### src/design/hcm_pkg.sv
// Shared types, codes and constant tables for the height costmap core.
// No dependencies; imported by every module of the block.
package hcm_pkg;

  // Default block parameters.
  localparam int GRID_WIDTH_DEF = 64;
  localparam int MAX_COST_DEF   = 100;
  localparam int MAX_RADIUS_DEF = 7;

  // Fixed field widths.
  localparam int COST_W  = 7;
  localparam int IDX_W   = 12;
  localparam int POS_W   = 24;
  localparam int CFG_IW  = 3;
  localparam int CFG_DW  = 17;
  localparam int DIV_NW  = 24;
  localparam int DIV_DW  = 13;

  // Item actions.
  localparam logic [1:0] ACT_FRAME = 2'd0;
  localparam logic [1:0] ACT_POINT = 2'd1;
  localparam logic [1:0] ACT_READ  = 2'd2;

  // Configuration register indexes.
  localparam logic [CFG_IW-1:0] CFG_RES    = 3'd0;
  localparam logic [CFG_IW-1:0] CFG_MIN_H  = 3'd1;
  localparam logic [CFG_IW-1:0] CFG_MAX_H  = 3'd2;
  localparam logic [CFG_IW-1:0] CFG_RANGE  = 3'd3;
  localparam logic [CFG_IW-1:0] CFG_RADIUS = 3'd4;
  localparam logic [CFG_IW-1:0] CFG_INFL   = 3'd5;

  typedef struct packed {
    logic [1:0]              action;
    logic signed [POS_W-1:0] pos_x_mm;
    logic signed [POS_W-1:0] pos_y_mm;
    logic signed [POS_W-1:0] pos_z_mm;
    logic [IDX_W-1:0]        read_index;
  } in_t;

  typedef struct packed {
    logic [COST_W-1:0] cost_level;
    logic              accepted;
    logic [IDX_W-1:0]  cell_index;
  } out_t;

  // Divider request and response.
  typedef struct packed {
    logic              start;
    logic [DIV_NW-1:0] dividend;
    logic [DIV_DW-1:0] divisor;
  } div_req_t;

  typedef struct packed {
    logic              done;
    logic [DIV_NW-1:0] quotient;
  } div_resp_t;

  // Q1.8 gaussian weights, row is radius, column is distance.
  localparam logic [8:0] WTAB [8][8] = '{
    '{9'd256, 9'd0,   9'd0,   9'd0,   9'd0,  9'd0,  9'd0,  9'd0},
    '{9'd256, 9'd155, 9'd0,   9'd0,   9'd0,  9'd0,  9'd0,  9'd0},
    '{9'd256, 9'd199, 9'd94,  9'd0,   9'd0,  9'd0,  9'd0,  9'd0},
    '{9'd256, 9'd217, 9'd131, 9'd57,  9'd0,  9'd0,  9'd0,  9'd0},
    '{9'd256, 9'd226, 9'd155, 9'd83,  9'd35, 9'd0,  9'd0,  9'd0},
    '{9'd256, 9'd232, 9'd172, 9'd104, 9'd52, 9'd21, 9'd0,  9'd0},
    '{9'd256, 9'd236, 9'd183, 9'd121, 9'd67, 9'd32, 9'd13, 9'd0},
    '{9'd256, 9'd238, 9'd192, 9'd135, 9'd82, 9'd43, 9'd20, 9'd8}
  };

  // Floor square root of a small value; the result stops at 7, so values
  // of 64 and above must be screened out by the caller.
  function automatic logic [2:0] isqrt_small(input logic [6:0] v);
    logic [2:0] d;
    d = 3'd0;
    for (int i = 1; i < 8; i++) begin
      if (7'(i * i) <= v) d = 3'(i);
    end
    return d;
  endfunction

endpackage

### src/design/hcm_div.sv
// Restoring unsigned divider, one quotient bit per cycle.
// Depends on hcm_pkg for the request and response types.
module hcm_div
  import hcm_pkg::*;
(
  input  logic      clk,
  input  logic      rst_n,
  input  div_req_t  req,
  output div_resp_t resp
);

  logic              busy_r;
  logic [4:0]        cnt_r;
  logic [DIV_NW-1:0] a_r;
  logic [DIV_DW-1:0] b_r;
  logic [DIV_DW-1:0] rem_r;
  logic              done_r;
  logic [DIV_DW:0]   rem_sh;
  logic              ge;
  logic [DIV_DW:0]   rem_sub;

  // One shift and trial subtract per cycle.
  always_comb begin
    rem_sh  = {rem_r, a_r[DIV_NW-1]};
    ge      = rem_sh >= {1'b0, b_r};
    rem_sub = rem_sh - {1'b0, b_r};
  end

  always_ff @(posedge clk) begin
    if (!rst_n) begin
      busy_r <= 1'b0;
      done_r <= 1'b0;
      cnt_r  <= '0;
    end else begin
      done_r <= 1'b0;
      if (!busy_r) begin
        if (req.start) begin
          busy_r <= 1'b1;
          cnt_r  <= 5'(DIV_NW);
          a_r    <= req.dividend;
          b_r    <= req.divisor;
          rem_r  <= '0;
        end
      end else begin
        rem_r <= ge ? rem_sub[DIV_DW-1:0] : rem_sh[DIV_DW-1:0];
        a_r   <= {a_r[DIV_NW-2:0], ge};
        cnt_r <= cnt_r - 5'd1;
        if (cnt_r == 5'd1) begin
          busy_r <= 1'b0;
          done_r <= 1'b1;
        end
      end
    end
  end

  assign resp.done     = done_r;
  assign resp.quotient = a_r;

endmodule

### config.mk
export PLATFORM = sky130hd
export DESIGN_NAME = hcm_div
export DESIGN_NICKNAME = d
export VERILOG_FILES = /design/src/design/hcm_pkg.sv /design/src/design/hcm_div.sv
export SDC_FILE = /design/constraint.sdc
export NUM_CORES = 1
export LEC_CHECK = 0
export BUFFER_PORTS_ARGS = -buffer_cell sky130_fd_sc_hd__buf_4
export CAP_MARGIN = 10
export CELL_PAD_IN_SITES_DETAIL_PLACEMENT = 1
export CELL_PAD_IN_SITES_GLOBAL_PLACEMENT = 2
export CORE_ASPECT_RATIO = 0.5
export CORE_MARGIN = 3
export CORE_UTILIZATION = 32
export DETAILED_ROUTE_END_ITERATION = 10
export HOLD_SLACK_MARGIN = 0.1
export PLACE_DENSITY = 0.74
export SLEW_MARGIN = 10
export SYNTH_ARGS = -nofsm -noshare
export SYNTH_HDL_FRONTEND = slang
export SYNTH_SLANG_ARGS = --single-unit
### constraint.sdc
create_clock -name clk -period 2.7 [get_ports clk]
set_input_delay 0.54 -clock clk [delete_from_list [all_inputs] [get_ports clk]]
set_output_delay 0.54 -clock clk [all_outputs]
set_load 0.05 [all_outputs]
==> results of run 1 <==
[synthesized netlist by cell type, drive strengths merged (2+ instances only)]
library cell / count / area share (%)
edfxtp: 50 / 47
a21oi: 23 / 4.2
mux2: 23 / 8.1
inv: 21 / 2.5
o21ai: 16 / 2.6
ha: 15 / 5.9
nand3: 13 / 2.0
nor2: 12 / 1.4
nand2: 8 / 1.0
buf: 7 / 1.5
dfxtp: 7 / 4.4
o211ai: 7 / 2.3
clkbuf: 6 / 0.74
nor2b: 6 / 1.4
nor3: 6 / 1.3
a21o: 5 / 1.2
o21a: 5 / 1.2
or3: 5 / 0.98
nand4: 4 / 0.78
o31a: 3 / 1.1
o31ai: 3 / 1.1
a211o: 2 / 0.55
a21boi: 2 / 0.47
a221oi: 2 / 0.55
and2b: 2 / 0.47
o211a: 2 / 0.63
o311a: 2 / 0.63
o311ai: 2 / 0.55
xnor2: 2 / 0.55
[flip-flops by register name, indices dropped and copies added, names as in the netlist]
signal  cells
done_r      1
busy_r      1
a_r        24
b_r        13
cnt_r       5
rem_r      13
[timing repair]
action                                  CTS  global route
endpoints found under the setup margin    0             6
endpoints found under the hold margin     0             0
resized for setup                         0             2
[worst paths after layout]
path                          from                     end  slack [ps]  cells past startpoint
max reg2reg      a_r[23]$_DFFE_PP_  rem_r[9]$_SDFFCE_PN0P_         210                      9
min                         req[5]        b_r[5]$_DFFE_PP_         380                      1
min reg2reg  cnt_r[2]$_SDFFE_PN0N_   cnt_r[2]$_SDFFE_PN0N_         510                      1
max              a_r[23]$_DFFE_PP_  rem_r[9]$_SDFFCE_PN0P_         210                      9
[stage by stage]
| stage | hold slack (ps) | utilization (%) | std cells | area, um^2 |
|---|---|---|---|---|
| floorplan | 440.8 | - | 272 | 3204 |
| global placement | 466.0 | 40.07 | 466 | 3847 |
| detailed placement | 501.1 | 40.07 | 466 | 3847 |
| CTS | 371.0 | 43.32 | 482 | 4160 |
| global route | 369.3 | 43.41 | 482 | 4169 |
| finish | 381.1 | 43.41 | 482 | 4169 |
[logic make-up (layout without fill, tap and decap cells)]
kind of cell | count (synthesis) | after routing | synth area share (%)
multiplexers | 24 | 24 | 8.402
AND/OR/NAND/NOR | 62 | 62 | 10.75
XOR/XNOR | 2 | 2 | 0.5472
flip-flops | 57 | 57 | 51.27
adder cells (fa/ha/maj) | 16 | 16 | 6.487
buffers and inverters | 34 | 109 | 4.690
AO/OA/AOI/OAI | 77 | 77 | 17.86
[where the power goes]
group / leakage [nW] / internal (mW) / switching [mW]
Clock: 0.146 / 0.802 / 0.414
Combinational: 1.00 / 0.234 / 0.345
Sequential: 0.535 / 1.04 / 0.0333
Total: 1.68 / 2.07 / 0.793
[layer usage]
layer,GRT usage [%],up-vias
met5,0,-
met1,20.71,1181
met4,4.275,0
li1,-,1173
met2,25.14,44
met3,5.136,9
[area by class of cell]
type | count | area [um^2] | share of cell area (%)
inverter | 21 | 78.83 | 1.891
multi-input combinational | 181 | 1426 | 34.21
timing repair buffer | 72 | 540.5 | 12.97
clock inverter | 6 | 83.83 | 2.011
tap | 135 | 168.9 | 4.052
sequential | 57 | 1642 | 39.38
clock buffer | 10 | 229.0 | 5.492
==> impl_metrics.xml, run 1 <==
<?xml version="1.0" encoding="UTF-8"?>
<metrics>
  <group name="status">
    <metric name="run_status" unit="">complete, no violations</metric>
  </group>
  <group name="synthesis">
    <metric name="synth_seq_area_share" unit="%">51.27</metric>
    <metric name="synth.cell_area" unit="mm^2">0.003202</metric>
    <metric name="netlist-cell-type-count" unit="">53</metric>
    <metric name="yosys_register_bits" unit="">57</metric>
    <metric name="synth_async_sr_flop_share" unit="%">0</metric>
    <metric name="synthesis.instances" unit="">272</metric>
    <metric name="synth-edff-count" unit="">50</metric>
    <metric name="synth-warning-count" unit="">0</metric>
    <metric name="post_syn_area_per_cell" unit="um^2">11.77</metric>
    <metric name="dominantRegCellSynth" unit="">edfxtp_1</metric>
    <metric name="number_of_nets_in_the_synthesized_netlist" unit="">328</metric>
  </group>
  <group name="cts">
    <metric name="clk_pin_slew" unit="ps">60</metric>
    <metric name="cts_tree" unit="">built</metric>
    <metric name="clock_tree_root_driver_cell" unit="">clkbuf_16</metric>
    <metric name="htree_levels" unit="">3</metric>
    <metric name="cts-buffers-inserted" unit="">9</metric>
    <metric name="clk_latency" unit="ps">330</metric>
    <metric name="clock-sinks" unit="">57</metric>
    <metric name="cts-hold-fix-buffers" unit="">0</metric>
    <metric name="post-cts-setup-buffer-count" unit="">0</metric>
    <metric name="ctsLongestPathBuffers" unit="">2</metric>
  </group>
  <group name="floorplanning">
    <metric name="ios" unit="">65</metric>
    <metric name="floorplan.die.width" unit="um">147.5</metric>
    <metric name="floorplan.rows" unit="">25</metric>
    <metric name="die_height" unit="um">76.73</metric>
    <metric name="placeableCoreArea" unit="mm^2">0.009603</metric>
    <metric name="initial_utilization" unit="%">33.34</metric>
    <metric name="die-area" unit="mm^2">0.01131</metric>
  </group>
  <group name="routing">
    <metric name="detailroute.wirelength.met2" unit="um">3978</metric>
    <metric name="routed_via_density" unit="">4.994</metric>
    <metric name="drt-total-wl" unit="um">8497</metric>
    <metric name="top_layer_used" unit="">met4</metric>
    <metric name="num_vias" unit="">2407</metric>
    <metric name="met3RoutedLength" unit="um">350</metric>
    <metric name="route.layer.met1.wl" unit="um">4064</metric>
    <metric name="routed_wirelength_normalized_by_instance_count" unit="um">17.63</metric>
    <metric name="first_pass_iters" unit="">7</metric>
    <metric name="first_iter_violations" unit="">130</metric>
    <metric name="remaining_drc_errors" unit="">0</metric>
    <metric name="drtAntennaViolNets" unit="">0</metric>
  </group>
  <group name="timing">
    <metric name="worst_slew_margin_rel" unit="%">21.37</metric>
    <metric name="fmax" unit="MHz">401.1</metric>
    <metric name="final.setup.worst_slack" unit="ps">207.1</metric>
    <metric name="setup_violations" unit="">0</metric>
    <metric name="final-max-slew-violation-count" unit="">0</metric>
    <metric name="fin_crit_sh" unit="%">92.33</metric>
    <metric name="slew_at_the_pin_with_the_worst_max_slew_slack" unit="ps">1177</metric>
    <metric name="finalWorstPathRequiredPeriod" unit="ps">2493</metric>
    <metric name="hold_viol" unit="">0</metric>
    <metric name="skew" unit="ps">5.492</metric>
    <metric name="rsz_0062_raised_after_global_routing" unit="">false</metric>
    <metric name="totalNegativeSetupSlack" unit="ps">0</metric>
  </group>
  <group name="final_layout">
    <metric name="layout.cells.most_common_list" unit="">buf_4 (72), edfxtp_1 (50), mux2_2 (23), inv_1 (21), a21oi_1 (18)</metric>
    <metric name="mostFrequentLayoutCell" unit="">buf_4</metric>
    <metric name="syn_to_final_growth" unit="%">30.21</metric>
    <metric name="n_antenna_cell" unit="">0</metric>
    <metric name="nets" unit="">398</metric>
    <metric name="layout-drive-gt1-share" unit="%">36.89</metric>
    <metric name="final.fill_count" unit="">1035</metric>
  </group>
  <group name="critical_path">
    <metric name="critical-path-max-stage-delay" unit="ps">400</metric>
    <metric name="critical_path_fanouts_max" unit="">12</metric>
    <metric name="crit_arrival" unit="ps">2660</metric>
    <metric name="sequence_of_cells_on_the_critical_path" unit="">inv_1 &gt; ha_1 &gt; fa_1 &gt; nor2b_4 &gt; o31a_4 &gt; o31ai_4 &gt; a21o_2 &gt; nand3_1 &gt; a21oi_1</metric>
    <metric name="critPathTopFamily" unit="">compound AO/OA/AOI/OAI gates</metric>
    <metric name="worst_ep_required_time" unit="ps">2870</metric>
    <metric name="critPathLaunchType" unit="">flip-flop</metric>
    <metric name="slowest_stage" unit="">edfxtp_1</metric>
    <metric name="timing.critical_path.to_type" unit="">flip-flop</metric>
    <metric name="worst-path-buf-inv" unit="">1</metric>
    <metric name="crit_type" unit="">flip-flop to flip-flop</metric>
  </group>
  <group name="min_path">
    <metric name="hold_path.class" unit="">input pin to flip-flop</metric>
  </group>
  <group name="pwr">
    <metric name="power.density" unit="mW/mm^2">687.5</metric>
    <metric name="static-leakage-power" unit="nW">1.682</metric>
    <metric name="power_after_layout" unit="mW">2.866</metric>
    <metric name="vdd.ir_drop.worst" unit="mV">0.3075</metric>
  </group>
  <group name="grt">
    <metric name="groute.usage.overall" unit="%">15.75</metric>
    <metric name="grt_pass1_vias" unit="">2598</metric>
    <metric name="grt_antenna_before_repair" unit="">0</metric>
    <metric name="grt.overflow.total" unit="">0</metric>
    <metric name="grt_start_max_net_pins" unit="">39</metric>
    <metric name="global_route_wire_length_before_repair" unit="um">13810</metric>
  </group>
  <group name="job">
    <metric name="max_cap_violations" unit="">0</metric>
  </group>
  <group name="place">
    <metric name="final_weighted_congestion_in_routability_driven_placement" unit="">0.7739</metric>
    <metric name="dp_hpwl" unit="um">6168</metric>
    <metric name="place.port_buffers" unit="">64</metric>
    <metric name="place_worst_setup_slack" unit="ps">149.9</metric>
  </group>
</metrics>
Note: power is estimated with default switching activity, not from simulation.
==> run 2, diff against run 1 <==
- CORE_UTILIZATION: 32 -> 34
- CTS_BUF_LIST: default -> sky130_fd_sc_hd__clkbuf_8
- PLACE_DENSITY: 0.74 -> 0.78
==> run 2 against run 1 <==
Sequential share of layout area rose by 1.5 points. Core utilization grew 1.6 points. Combinational power is 1% lower. Cell area shrank 3.8%. Worst setup slack got worse by 37 ps. Final cell count is 3.9% lower. Non-clock buffer count did not move. Largest power group is now registers. Die area decreased by 5.5%. Flip-flop and latch count did not move. Clock power shrank 38%. Critical path depth did not move. Clock skew grew 1.6 ps.
==> impl_metrics.xml, run 2 (synthesized netlist as in run 1, its figures left out) <==
<?xml version="1.0" encoding="UTF-8"?>
<metrics>
  <group name="cts">
    <metric name="clk_pin_slew" unit="ps">70</metric>
    <metric name="ctsLongestPathBuffers" unit="">2</metric>
    <metric name="htree_levels" unit="">3</metric>
    <metric name="clock-sinks" unit="">57</metric>
    <metric name="clk_latency" unit="ps">350</metric>
    <metric name="post-cts-setup-buffer-count" unit="">0</metric>
    <metric name="clock_tree_root_driver_cell" unit="">clkbuf_8</metric>
    <metric name="cts-buffers-inserted" unit="">9</metric>
    <metric name="cts_resized" unit="">0</metric>
    <metric name="cts_tree" unit="">built</metric>
    <metric name="cts-hold-fix-buffers" unit="">0</metric>
  </group>
  <group name="final_layout">
    <metric name="layout.cells.most_common_list" unit="">buf_4 (71), edfxtp_1 (50), mux2_2 (23), inv_1 (21), a21oi_1 (18)</metric>
    <metric name="n_antenna_cell" unit="">0</metric>
    <metric name="fin_area" unit="mm^2">0.004011</metric>
    <metric name="final.fill_count" unit="">949</metric>
    <metric name="syn_to_final_growth" unit="%">25.28</metric>
    <metric name="max_flop_register" unit="">a_r</metric>
    <metric name="reg_top3" unit="">a_r (24), b_r (13), rem_r (13)</metric>
    <metric name="mostFrequentLayoutCell" unit="">buf_4</metric>
    <metric name="flip_flop_count_of_the_largest_register_after_layout" unit="">24</metric>
    <metric name="nets" unit="">398</metric>
    <metric name="layout-drive-gt1-share" unit="%">35.84</metric>
  </group>
  <group name="critical_path">
    <metric name="worst_ep_required_time" unit="ps">2790</metric>
    <metric name="sequence_of_cells_on_the_critical_path" unit="">inv_1 &gt; ha_1 &gt; fa_1 &gt; nor2b_4 &gt; o31a_4 &gt; o31ai_4 &gt; a21o_1 &gt; a211o_1 &gt; a21oi_1</metric>
    <metric name="critical_path_fanouts_max" unit="">12</metric>
    <metric name="critPathTopFamily" unit="">compound AO/OA/AOI/OAI gates</metric>
    <metric name="slowest_stage" unit="">a21o_1</metric>
    <metric name="crit_type" unit="">flip-flop to flip-flop</metric>
    <metric name="critical-path-max-stage-delay" unit="ps">440</metric>
    <metric name="timing.critical_path.to_type" unit="">flip-flop</metric>
    <metric name="critPathLaunchType" unit="">flip-flop</metric>
    <metric name="crit_arrival" unit="ps">2620</metric>
    <metric name="worst-path-buf-inv" unit="">1</metric>
  </group>
  <group name="pwr">
    <metric name="seqPwrFrac" unit="%">44.6</metric>
    <metric name="total_switching_power" unit="mW">0.7166</metric>
    <metric name="static-leakage-power" unit="nW">1.628</metric>
    <metric name="power.density" unit="mW/mm^2">596.4</metric>
    <metric name="vdd.ir_drop.worst" unit="mV">0.3505</metric>
    <metric name="power_after_layout" unit="mW">2.392</metric>
    <metric name="cell_internal_power" unit="mW">1.676</metric>
    <metric name="share_comb_of_total_power" unit="%">23.9</metric>
    <metric name="switching_power_share_of_the_total" unit="%">29.96</metric>
    <metric name="share_clk_of_total_power" unit="%">31.5</metric>
  </group>
  <group name="floorplanning">
    <metric name="die_height" unit="um">74.62</metric>
    <metric name="floorplan.rows" unit="">24</metric>
    <metric name="floorplan.die.width" unit="um">143.2</metric>
    <metric name="initial_utilization" unit="%">35.90</metric>
    <metric name="placeableCoreArea" unit="mm^2">0.008919</metric>
    <metric name="ios" unit="">65</metric>
    <metric name="die-area" unit="mm^2">0.01069</metric>
  </group>
  <group name="place">
    <metric name="placed_cell_area" unit="mm^2">0.003817</metric>
    <metric name="dp_hpwl" unit="um">5939</metric>
    <metric name="final_weighted_congestion_in_routability_driven_placement" unit="">0.8053</metric>
    <metric name="place.port_buffers" unit="">64</metric>
    <metric name="place_worst_setup_slack" unit="ps">202.5</metric>
  </group>
  <group name="routing">
    <metric name="routed_via_density" unit="">5.235</metric>
    <metric name="first_pass_iters" unit="">4</metric>
    <metric name="drtAntennaViolNets" unit="">0</metric>
    <metric name="first_iter_violations" unit="">152</metric>
    <metric name="routed_wirelength_normalized_by_instance_count" unit="um">17.74</metric>
    <metric name="num_vias" unit="">2424</metric>
    <metric name="remaining_drc_errors" unit="">0</metric>
    <metric name="drt-total-wl" unit="um">8213</metric>
  </group>
  <group name="timing">
    <metric name="skew" unit="ps">7.092</metric>
    <metric name="fin_crit_sh" unit="%">93.71</metric>
    <metric name="setup_violations" unit="">0</metric>
    <metric name="final.setup.worst_slack" unit="ps">169.9</metric>
    <metric name="rsz_0062_raised_after_global_routing" unit="">false</metric>
    <metric name="final-max-slew-violation-count" unit="">0</metric>
    <metric name="slew_at_the_pin_with_the_worst_max_slew_slack" unit="ps">697.0</metric>
    <metric name="totalNegativeSetupSlack" unit="ps">0</metric>
    <metric name="hold_viol" unit="">0</metric>
    <metric name="worst_slew_margin_rel" unit="%">53.54</metric>
    <metric name="finalWorstPathRequiredPeriod" unit="ps">2530</metric>
    <metric name="fmax" unit="MHz">395.2</metric>
  </group>
  <group name="job">
    <metric name="max_cap_violations" unit="">0</metric>
  </group>
  <group name="grt">
    <metric name="global_route_wire_length_before_repair" unit="um">13390</metric>
    <metric name="grt_pass1_vias" unit="">2610</metric>
    <metric name="grt.overflow.total" unit="">0</metric>
    <metric name="grt_antenna_before_repair" unit="">0</metric>
    <metric name="grt_start_max_net_pins" unit="">39</metric>
    <metric name="groute.usage.overall" unit="%">16.54</metric>
  </group>
  <group name="status">
    <metric name="run_status" unit="">complete, no violations</metric>
  </group>
  <group name="min_path">
    <metric name="hold_path.class" unit="">input pin to flip-flop</metric>
  </group>
</metrics>
## run 2: cell count changes in the layout (fill, tap and decap cells not counted)
cell and delta:
buf_4 -1, a21oi_4 -1, a21o_1 +1, bufinv_16 -1
clkbuf_16 -9, a21o_2 -1, clkinvlp_4 -2, clkbuf_1 -1
a21oi_2 +1, buf_12 +1, clkbuf_8 +9, clkinv_1 +3
## run 2: routing by layer
metal / global-route usage (%) / part of all wire [%]
met2: 27.49 / 48
met5: 0 / 0
met1: 20.41 / 45
met3: 5.838 / 5.2
met4: 5.950 / 1.6
## run 2: final timing paths
check	from	end	slack (ps)	depth (start not counted)
max	a_r[23]$_DFFE_PP_	rem_r[4]$_SDFFCE_PN0P_	170	9
min	req[7]	b_r[7]$_DFFE_PP_	360	1
max reg2reg	a_r[23]$_DFFE_PP_	rem_r[4]$_SDFFCE_PN0P_	170	9
min reg2reg	cnt_r[2]$_SDFFE_PN0N_	cnt_r[2]$_SDFFE_PN0N_	490	1
## run 2: power groups by stage
stage / sequential, mW / clock [mW] / combinational (mW)
6_report: 1.07 / 0.753 / 0.572
5_1_grt: 1.07 / 0.818 / 0.625
4_1_cts: 1.07 / 0.775 / 0.571
3_5_place_dp: 1.09 / 0 / 0.567
3_3_place_gp: 1.08 / 0 / 0.550
2_1_floorplan: 1.16 / 0 / 0.307
## run 2: per-stage QoR
step | instances | util (%) | hold slack, ps
2_1_floorplan | 272 | - | 440.8
3_3_place_gp | 447 | 42.80 | 465.1
3_5_place_dp | 447 | 42.80 | 476.8
4_1_cts | 462 | 44.75 | 345.5
5_1_grt | 463 | 44.98 | 338.8
6_report | 463 | 44.98 | 364.1
## run 2: area by class of cell
| cell class | instances | area [um^2] | share of cell area [%] |
|---|---|---|---|
| Clock inverter | 6 | 50.05 | 1.248 |
| Sequential cell | 57 | 1642 | 40.92 |
| Clock buffer | 9 | 123.9 | 3.088 |
| Tap cell | 117 | 146.4 | 3.649 |
| Timing Repair Buffer | 72 | 553.0 | 13.79 |
| Inverter | 21 | 78.83 | 1.965 |
| Multi-Input combinational cell | 181 | 1418 | 35.34 |
==> run 3, diff against run 2 <==
- RECOVER_POWER: default -> 25
==> run 3 against run 2 <==
Flip-flop and latch count is the same. Critical path depth is the same. Sequential power is essentially flat. Clock power is essentially flat. Worst setup slack lost 15 ps. Wire length grew 0.56%. Final cell count is the same. Sequential share of layout area grew 0.12 points. Total power is essentially flat. Critical path type unchanged. Critical endpoint is now rem_r[11]$_SDFFCE_PN0P_. Largest cell class unchanged. Largest power group unchanged. Highest routed layer unchanged.
==> impl_metrics.xml, run 3 (synthesized netlist as in run 1, its figures left out) <==
<?xml version="1.0" encoding="UTF-8"?>
<metrics>
  <group name="status">
    <metric name="run_status" unit="">complete, no violations</metric>
  </group>
  <group name="place">
    <metric name="place.port_buffers" unit="">64</metric>
    <metric name="placed_cell_area" unit="mm^2">0.003817</metric>
    <metric name="dp_hpwl" unit="um">5939</metric>
    <metric name="final_weighted_congestion_in_routability_driven_placement" unit="">0.8053</metric>
    <metric name="dp.cells" unit="">447</metric>
  </group>
  <group name="timing">
    <metric name="finalWorstPathRequiredPeriod" unit="ps">2545</metric>
    <metric name="setup_violations" unit="">0</metric>
    <metric name="hold_viol" unit="">0</metric>
    <metric name="totalNegativeSetupSlack" unit="ps">0</metric>
    <metric name="final-max-slew-violation-count" unit="">0</metric>
    <metric name="worst_hold_slack" unit="ps">384.0</metric>
    <metric name="slew_at_the_pin_with_the_worst_max_slew_slack" unit="ps">1107</metric>
    <metric name="skew" unit="ps">6.666</metric>
    <metric name="rsz_0062_raised_after_global_routing" unit="">false</metric>
    <metric name="fin_crit_sh" unit="%">94.25</metric>
    <metric name="fmax" unit="MHz">393.0</metric>
    <metric name="worst_slew_margin_rel" unit="%">26.07</metric>
  </group>
  <group name="pwr">
    <metric name="power.density" unit="mW/mm^2">597.9</metric>
    <metric name="vdd.ir_drop.worst" unit="mV">0.3509</metric>
    <metric name="static-leakage-power" unit="nW">1.615</metric>
  </group>
  <group name="cts">
    <metric name="clk_latency" unit="ps">350</metric>
    <metric name="cts-buffers-inserted" unit="">9</metric>
    <metric name="cts_resized" unit="">0</metric>
    <metric name="htree_levels" unit="">3</metric>
    <metric name="cts_tree" unit="">built</metric>
    <metric name="cts-hold-fix-buffers" unit="">0</metric>
    <metric name="ctsLongestPathBuffers" unit="">2</metric>
    <metric name="clk_pin_slew" unit="ps">70</metric>
    <metric name="clock-sinks" unit="">57</metric>
    <metric name="post-cts-setup-buffer-count" unit="">0</metric>
    <metric name="clock_tree_root_driver_cell" unit="">clkbuf_8</metric>
  </group>
  <group name="final_layout">
    <metric name="max_flop_register" unit="">a_r</metric>
    <metric name="layout-drive-gt1-share" unit="%">35.26</metric>
    <metric name="regArea" unit="mm^2">0.001642</metric>
    <metric name="flip_flop_count_of_the_largest_register_after_layout" unit="">24</metric>
    <metric name="multi_input_area" unit="mm^2">0.001410</metric>
    <metric name="final.fill_count" unit="">950</metric>
    <metric name="nets" unit="">398</metric>
    <metric name="layout.cells.most_common_list" unit="">buf_4 (57), edfxtp_1 (50), mux2_2 (23), inv_1 (21), a21oi_1 (18)</metric>
    <metric name="fin_area" unit="mm^2">0.004000</metric>
    <metric name="mostFrequentLayoutCell" unit="">buf_4</metric>
    <metric name="syn_to_final_growth" unit="%">24.93</metric>
    <metric name="n_antenna_cell" unit="">0</metric>
    <metric name="reg_top3" unit="">a_r (24), b_r (13), rem_r (13)</metric>
    <metric name="final-instance-count-excl-fill" unit="">463</metric>
  </group>
  <group name="routing">
    <metric name="first_iter_violations" unit="">167</metric>
    <metric name="first_pass_iters" unit="">4</metric>
    <metric name="num_vias" unit="">2439</metric>
    <metric name="routed_wirelength_normalized_by_instance_count" unit="um">17.84</metric>
    <metric name="routed_via_density" unit="">5.268</metric>
    <metric name="drt-total-wl" unit="um">8259</metric>
    <metric name="remaining_drc_errors" unit="">0</metric>
    <metric name="drtAntennaViolNets" unit="">0</metric>
  </group>
  <group name="grt">
    <metric name="grt_pass1_vias" unit="">2610</metric>
    <metric name="groute.usage.overall" unit="%">16.54</metric>
    <metric name="global_route_wire_length_before_repair" unit="um">13390</metric>
    <metric name="grt_start_max_net_pins" unit="">39</metric>
    <metric name="grt.overflow.total" unit="">0</metric>
    <metric name="grt_antenna_before_repair" unit="">0</metric>
  </group>
  <group name="floorplanning">
    <metric name="placeableCoreArea" unit="mm^2">0.008919</metric>
    <metric name="floorplan.die.width" unit="um">143.2</metric>
    <metric name="die-area" unit="mm^2">0.01069</metric>
    <metric name="ios" unit="">65</metric>
    <metric name="initial_utilization" unit="%">35.90</metric>
    <metric name="die_height" unit="um">74.62</metric>
    <metric name="floorplan.rows" unit="">24</metric>
  </group>
  <group name="critical_path">
    <metric name="critical_path_fanouts_max" unit="">3</metric>
    <metric name="regToRegStartpoint" unit="">b_r[1]$_DFFE_PP_</metric>
    <metric name="worst_ep_required_time" unit="ps">2800</metric>
    <metric name="reg2reg_to" unit="">rem_r[11]$_SDFFCE_PN0P_</metric>
    <metric name="worst-path-buf-inv" unit="">2</metric>
    <metric name="sequence_of_cells_on_the_critical_path" unit="">inv_1 &gt; ha_1 &gt; nor2b_1 &gt; o31a_1 &gt; buf_4 &gt; o311ai_0 &gt; o211ai_1 &gt; o21ai_1 &gt; a21oi_1</metric>
    <metric name="critical-path-max-stage-delay" unit="ps">510</metric>
    <metric name="timing.reg2reg.setup_slack" unit="ps">160</metric>
    <metric name="timing.critical_path.to_type" unit="">flip-flop</metric>
    <metric name="critPathLaunchType" unit="">flip-flop</metric>
    <metric name="slowest_stage" unit="">o311ai_0</metric>
    <metric name="worst-r2r-cell-count" unit="">9</metric>
    <metric name="crit_arrival" unit="ps">2640</metric>
    <metric name="crit_type" unit="">flip-flop to flip-flop</metric>
    <metric name="critPathTopFamily" unit="">compound AO/OA/AOI/OAI gates</metric>
  </group>
  <group name="min_path">
    <metric name="min_delay_path_depth" unit="">1</metric>
    <metric name="hold_path.class" unit="">input pin to flip-flop</metric>
    <metric name="hold_startpoint" unit="">req[7]</metric>
    <metric name="whs_endpoint" unit="">b_r[7]$_DFFE_PP_</metric>
  </group>
  <group name="job">
    <metric name="max_cap_violations" unit="">0</metric>
  </group>
</metrics>
run 3: cell types whose count changed in the layout (fill, tap and decap cells not counted):
cell      previous run  this run
buf_4               71        57
nor2b_1              4         5
and2_1               1         0
and2_0               0         1
clkbuf_1             0         1
nor2b_4              2         1
clkbuf_4             0        13
run 3: how the worst max path moves through the flow:
stage	from	end	slack (ps)	cells past startpoint
6_report	b_r[1]$_DFFE_PP_	rem_r[11]$_SDFFCE_PN0P_	160	9
5_1_grt	a_r[23]$_DFFE_PP_	rem_r[9]$_SDFFCE_PN0P_	10	9
4_1_cts	a_r[23]$_DFFE_PP_	rem_r[10]$_SDFFCE_PN0P_	150	9
3_5_place_dp	a_r[23]$_DFFE_PP_	rem_r[4]$_SDFFCE_PN0P_	200	9
3_3_place_gp	b_r[1]$_DFFE_PP_	rem_r[11]$_SDFFCE_PN0P_	280	9
2_1_floorplan	a_r[23]$_DFFE_PP_	rem_r[1]$_SDFFCE_PN0P_	180	10
run 3: area by class of cell:
type,instances,share of cell area (%)
clock buffers,9,3.097
repair buffers,72,13.73
multi-input cells,181,35.25
flip-flops and latches,57,41.04
well taps,117,3.660
clock inverters,6,1.251
inverters,21,1.971
run 3: where the power goes:
group / internal [mW] / switching, mW / leakage (nW)
registers: 1.03 / 0.0326 / 0.535
clock network: 0.406 / 0.348 / 0.0890
logic: 0.232 / 0.337 / 0.991
run 3: layer usage:
| layer | share of wire [%] | track usage (%) | vias to the layer above |
|---|---|---|---|
| met5 | 0 | 0 | - |
| met4 | 1.5 | 5.950 | 0 |
| met3 | 6.0 | 5.838 | 11 |
| met2 | 48 | 27.49 | 52 |
| met1 | 44 | 20.41 | 1203 |
| li1 | - | - | 1173 |
run 3: per-stage QoR:
stage / setup slack (ps) / power (mW) / utilization [%]
6_report: 155.3 / 2.391 / 44.85
5_1_grt: 14.69 / 2.515 / 44.85
4_1_cts: 146.8 / 2.416 / 44.75
3_5_place_dp: 202.5 / 1.653 / 42.80
3_3_place_gp: 278.4 / 1.635 / 42.80
2_1_floorplan: 176.4 / 1.471 / -
run 3: worst reg2reg max path: stages (launching register included):
cell and delay (ps):
edfxtp_1 400, inv_1 60, ha_1 310, nor2b_1 180, o31a_1 290, buf_4 160, o311ai_0 510, o211ai_1 170
o21ai_1 120, a21oi_1 90
